==> config.mk <==
export PLATFORM = sky130hd
export DESIGN_NAME = adg_ctrl
export DESIGN_NICKNAME = d
export VERILOG_FILES = /design/src/sv/adg_pkg.sv /design/src/sv/adg_ctrl.sv
export SDC_FILE = /design/constraint.sdc
export NUM_CORES = 1
export LEC_CHECK = 0
export BUFFER_PORTS_ARGS = -buffer_cell sky130_fd_sc_hd__buf_4
export CORE_MARGIN = 8
export CORE_UTILIZATION = 55
export CTS_BUF_LIST = sky130_fd_sc_hd__clkbuf_2 sky130_fd_sc_hd__clkbuf_4 sky130_fd_sc_hd__clkbuf_8
export DETAILED_ROUTE_END_ITERATION = 6
export PLACE_DENSITY = 0.86
export SYNTH_ARGS = -nofsm -noshare
export SYNTH_HDL_FRONTEND = slang
export SYNTH_SLANG_ARGS = --single-unit
export TNS_END_PERCENT = 100
==> constraint.sdc <==
create_clock -name clk_i -period 2.51 [get_ports clk_i]
set_input_delay 0.3765 -clock clk_i [delete_from_list [all_inputs] [get_ports clk_i]]
set_output_delay 0.3765 -clock clk_i [all_outputs]
set_load 0.05 [all_outputs]
==> src/sv/adg_pkg.sv <==
// adg_pkg: shared types and constants of the adagrad parameter update unit
// used by adg_ctrl, adg_datapath, the top and the testbench; depends on nothing
`default_nettype none
package adg_pkg;

  // field widths fixed by the word format
  localparam int unsigned WordW  = 12;
  localparam int unsigned ElemW  = 8;
  localparam int unsigned ValW   = 32;
  localparam int unsigned AccW   = 48;
  localparam int unsigned RateW  = 20;
  localparam int unsigned ProdW  = RateW + ValW;
  localparam int unsigned DataW  = 104;

  // iteration counts of the shared shift-subtract steps
  localparam int unsigned SqrtSteps = 32;
  localparam int unsigned DivSteps  = ProdW;
  localparam int unsigned CntW      = 6;

  localparam logic [RateW-1:0] RateReset = RateW'(3277);

  // command codes
  typedef enum logic {
    CMD_LOAD   = 1'b0,
    CMD_UPDATE = 1'b1
  } cmd_e;

  typedef enum logic [3:0] {
    ST_IDLE,
    ST_ADDR,
    ST_READ,
    ST_SQUARE,
    ST_ACCUM,
    ST_SQRT,
    ST_MULT,
    ST_DIV,
    ST_APPLY,
    ST_FINISH
  } state_e;

  // controller to datapath
  typedef struct packed {
    logic capture;
    logic addr;
    logic square;
    logic accum;
    logic sqrt_step;
    logic mult;
    logic div_step;
    logic apply;
    logic commit;
  } dp_cmd_t;

  // datapath to controller
  typedef struct packed {
    logic invalid;
    logic load;
    logic root_zero;
  } dp_status_t;

endpackage
`default_nettype wire

==> src/sv/adg_ctrl.sv <==
// adg_ctrl: sequencing state machine of the adagrad parameter update unit
// depends on adg_pkg
`default_nettype none
module adg_ctrl (
  input  wire logic                clk_i,
  input  wire logic                rst_ni,
  input  wire logic                in_valid_i,
  output logic                     in_ready_o,
  output logic                     out_valid_o,
  input  wire logic                out_ready_i,
  output adg_pkg::dp_cmd_t         cmd_o,
  input  wire adg_pkg::dp_status_t status_i
);
  import adg_pkg::*;

  state_e          state_q, state_d;
  logic [CntW-1:0] cnt_q, cnt_d;
  logic            out_valid_q, out_valid_d;
  logic            can_commit;

  assign can_commit  = !out_valid_q || out_ready_i;
  assign out_valid_o = out_valid_q;

  // next state
  always_comb begin
    state_d = state_q;
    cnt_d   = cnt_q;
    unique case (state_q)
      ST_IDLE: begin
        if (in_valid_i) state_d = ST_ADDR;
      end
      ST_ADDR: begin
        if (status_i.invalid || status_i.load) state_d = ST_FINISH;
        else state_d = ST_READ;
      end
      ST_READ:   state_d = ST_SQUARE;
      ST_SQUARE: state_d = ST_ACCUM;
      ST_ACCUM: begin
        state_d = ST_SQRT;
        cnt_d   = '0;
      end
      ST_SQRT: begin
        cnt_d = cnt_q + 1'b1;
        if (cnt_q == CntW'(SqrtSteps - 1)) state_d = ST_MULT;
      end
      ST_MULT: begin
        cnt_d = '0;
        if (status_i.root_zero) state_d = ST_APPLY;
        else state_d = ST_DIV;
      end
      ST_DIV: begin
        cnt_d = cnt_q + 1'b1;
        if (cnt_q == CntW'(DivSteps - 1)) state_d = ST_APPLY;
      end
      ST_APPLY: state_d = ST_FINISH;
      ST_FINISH: begin
        if (can_commit) state_d = ST_IDLE;
      end
      default: state_d = ST_IDLE;
    endcase
  end

  // outputs
  always_comb begin
    cmd_o       = '0;
    in_ready_o  = 1'b0;
    out_valid_d = out_valid_q && !out_ready_i;
    unique case (state_q)
      ST_IDLE: begin
        in_ready_o    = 1'b1;
        cmd_o.capture = in_valid_i;
      end
      ST_ADDR:   cmd_o.addr      = 1'b1;
      ST_SQUARE: cmd_o.square    = 1'b1;
      ST_ACCUM:  cmd_o.accum     = 1'b1;
      ST_SQRT:   cmd_o.sqrt_step = 1'b1;
      ST_MULT:   cmd_o.mult      = 1'b1;
      ST_DIV:    cmd_o.div_step  = 1'b1;
      ST_APPLY:  cmd_o.apply     = 1'b1;
      ST_FINISH: begin
        cmd_o.commit = can_commit;
        if (can_commit) out_valid_d = 1'b1;
      end
      default: ;
    endcase
  end

  // state registers
  always_ff @(posedge clk_i or negedge rst_ni) begin
    if (!rst_ni) begin
      state_q     <= ST_IDLE;
      cnt_q       <= '0;
      out_valid_q <= 1'b0;
    end else begin
      state_q     <= state_d;
      cnt_q       <= cnt_d;
      out_valid_q <= out_valid_d;
    end
  end

endmodule
`default_nettype wire

==> Word-level counts from Yosys, hierarchy flattened <==
Cells that the tools add are included.
{ "word_totals": {"inputBits": 7, "reg_bits": 11} }
{ "op_classes": {"n_mux": 20, "reduce_logical": 10, "eq_ne": 15, "add_sub_neg": 1} }
{ "op_table": {"columns": ["op", "count"], "rows": [
  ["4-bit case mux with 10 select lines", 1],
  ["4-bit 2-to-1 mux", 6],
  ["4-bit by 3-bit == test with 1-bit output (second input constant)", 4],
  ["1-bit 2-to-1 mux", 12],
  ["6-bit case mux with 2 select lines", 1],
  ["4-bit by 2-bit == test with 1-bit output (second input constant)", 2],
  ["4-bit == test (second input constant)", 2],
  ["2-bit inequality test (second input constant)", 4],
  ["6-bit by 1-bit adder with 6-bit output (second input constant)", 1],
  ["6-bit by 5-bit == test with 1-bit output (second input constant)", 1],
  ["6-bit == test (second input constant)", 1],
  ["4-bit by 1-bit == test with 1-bit output (second input constant)", 1],
  ["4-bit logical NOT", 1],
  ["4-bit AND reduction", 1],
  ["2-bit OR reduction", 2],
  ["1-bit logical NOT", 2],
  ["1-bit logical OR", 2],
  ["2-bit nonzero test", 1],
  ["1-bit logical AND", 1]
]} }

==> Longest topological paths before layout <==
{ "depth": {"ltp_word": 4, "depth_mapped": 6, "mapped_depth_nobuf": 5} }

==> Least setup slack after synthesis <==
No wires, ideal clock.
{ "synth_path": {"kind": "flip-flop to output port", "from": "register state_q[3]", "to": "output port cmd_o[8] (netlist name)", "path_buffers": 0, "arrival_time_ns": 2.662, "setup_slack_ns": -0.529, "path_stages_with_launch": 3, "t_required_ns": 2.134, "path_cell_list": "dfrtp_1 nor4_1 and2_1"} }
{ "synth_lines": {"columns": ["element", "line", "text"], "rows": [
  ["from (decl)", "adg_ctrl.sv:16", "state_e state_q, state_d;"],
  ["from (signal assigned)", "adg_ctrl.sv:95", "state_q <= state_d;"],
  ["to (decl)", "adg_ctrl.sv:11", "output adg_pkg::dp_cmd_t cmd_o,"]
]} }

==> metrics.csv <==
metric;value;unit
post-CTS resize count;0;
gpl congestion;0.789;
WL final;1.75;mm
CP Data Required Time;2.13;ns
Post CTS Setup Buffer Count;0;
HP Class;in -> reg;
initial detailed-routing violation count;20;
critical path class;reg -> out;
Post-Syn Area per Cell;8.46;um^2
Synth Register Bits;11;
crit end category;output port;
most common cell after layout, fill and taps aside;buf_4;
Die Span Y;52.6;um
crit path launch type;register;
gr usage total;13.5;%
Initial DRT Pass Iterations;4;
Clock Path Buffers;2;
CTS root buffer;clkbuf_4;
post-DP HPWL;1.25;mm
Post-synth EDFFs;0;
Final #Nets;113;
Reg2Reg Depth;4;
setup TNS;0;ns
Post-synth top flop;dfrtp_1;
initial antenna violation count;0;
clk_skew;0.00749;ns
CTS HTree Levels;1;
setup violators final;0;
gr ovfl total;0;
slowest CP cell;dfrtp_1;
worst reg2reg path startpoint;state_q[2]$_DFFE_PN0P_;
Post-Synthesis Cells;87;
maximum clock rate;488;MHz
Yosys top cell area share;37.4;%
total CTS buffers;3;
min setup slack post-route;0.462;ns
Hold Crit Depth;3;
Syn Nets;95;
Top delay family on crit path;flip-flops;
Seq/Total Area, Yosys;37.4;%
core area;0.00127;mm^2
Min Clock Period, post-route;2.05;ns
relative slew slack;64.4;%
area post-placement;861;um^2
final core utilization;70.8;%
layout cells sized above 1;23.1;%
r2r setup slk;0.91;ns
dominant cell type by area after synthesis;dfrtp_1;
via count;715;
P_leak;0.418;nW
P_sw;0.605;mW
Clk network pwr share;10.9;%
status;completed;
Synth Warn #;0;
Seq pwr share;33.3;%
first-pass GRT wire length;2.83;mm
DRT antenna net count;0;
total of max-cap violations;0;
Initial Util;58.0;%
final period utilization;81.6;%
CP startpoint;state_q[2]$_DFFE_PN0P_;
DRC errors left;0;
endpoints failing hold;0;
RSZ-0062 raised after global routing;false;
clk slew on worst S/H paths;0.08;ns
area grow syn2layout;22.1;%
crit-path cells;nor2b_1 > and3_1 > buf_4;
Buf+Inv Stages, Crit Path;1;
pin count of the biggest net entering global routing;18;
die area;0.00276;mm^2
Hold Path Origin;out_ready_i;
worst hold endpoint;out_valid_o$_DFF_PN0_;
Netlist Area Pre-Place;736;um^2
CP Data Arrival Time;1.67;ns
worst slew pin tran;0.533;ns
PwrDens;1270;mW/mm^2
Sinks on Clock Net;11;
Antenna Cells;0;
Vias/cell;6.01;
final instance area;898;um^2
WL per Instance;14.7;um
Site Rows;13;
Pint;0.531;mW
maximum VDD drop;0.000656;V
Crit path largest cell delay;0.60;ns
fillers;104;
Sw Ratio;53.2;%
critical path peak fanout;15;
commonest non-fill, non-tap cells in the layout;17 x buf_4, 13 x nand2_1, 11 x dfrtp_1;
PortBufs;17;
Levels on crit path;3;
chip width;52.6;um
combinational power share;55.8;%
vias in the first global route;658;
synth top area cells;dfrtp_1 37%, nand2_1 6.6%, o21ai_0 4.8%;
Distinct cells, synth;29;
FF-to-FF End;state_q[0]$_DFFE_PN0P_;
CTS tree;yes;
Place WS;0.798;ns
max-slew violations;0;
IO Count;18;
FFs w/ async S/R, synth;100;%
latest clock arrival within the worst-skew pair;0.28;ns
## synth_stat cells (2+ instances only)
cell type	count
buf_2	4
and3_1	2
nand2b_1	4
nor4_1	2
a21oi_1	5
nand2_1	13
mux2i_1	2
a211oi_1	2
dfrtp_1	11
o21ai_0	7
nand3_1	3
nor3_1	6
and2_1	3
nor2b_1	4
nor2_1	5
## worst min-delay path: cells and delay by family
kind / cells / cell delay [ns]
buf+inv: 1 / 0.07
simple gates: 2 / 0.19
## power groups by stage
stage	registers (mW)	logic (mW)	clock network [mW]
floorplan	0.326	0.531	0
global placement	0.370	0.615	0
detailed placement	0.377	0.630	0
CTS	0.373	0.637	0.127
global route	0.392	0.682	0.134
finish	0.379	0.634	0.124
## cells by family (layout without fill, tap and decap cells)
group,count (synthesis),count (layout),synth area share [%]
fa+ha+maj,1,1,1.70
simple gates,46,46,33.2
buf+inv,6,23,4.25
mux,2,2,2.72
flops,11,11,37.4
compound gates,21,21,20.7
## how the worst max path moves through the flow
stage | to | slack (ns)
floorplan | cmd_o[8] | 0.14
global placement | cmd_o[3] | 0.84
detailed placement | cmd_o[3] | 0.80
CTS | cmd_o[5] | 0.48
global route | cmd_o[5] | 0.34
finish | cmd_o[3] | 0.46
## registers in the layout, summed over array words and instances (netlist names)
signal       cells
cnt_q            6
out_valid_o      1
state_q          4
## repair_timing
item                                   CTS  global route
endpoints found under the hold margin   11             0
setup endpoints to repair                0             0
hold buffers                             1             0
## through the flow
stage	hold slack [ns]	instances	power, mW
finish	0.406	119	1.14
global route	0.421	119	1.21
CTS	0.392	119	1.14
detailed placement	0.219	114	1.01
global placement	0.218	114	0.986
floorplan	0.0809	87	0.857
## layout make-up
type                    count  area, um^2  share of cell area (%)
flip-flops and latches     11         275                    30.6
clock buffers               3        22.5                    2.51
repair buffers             18         138                    15.3
inverters                   1        3.75                   0.418
well taps                  15        18.8                    2.09
clock inverters             1        5.00                   0.557
multi-input cells          70         435                    48.5
## routing by layer
metal	routed length, um	GRT usage, %	vias to the layer above	share of wire (%)
li1	-	-	349	-
met1	688	14.3	341	39
met2	932	23.9	23	53
met3	114	3.69	2	6.5
met4	15	6.47	0	0.86
met5	0	0	-	0
(Power assumes the default switching activity.)
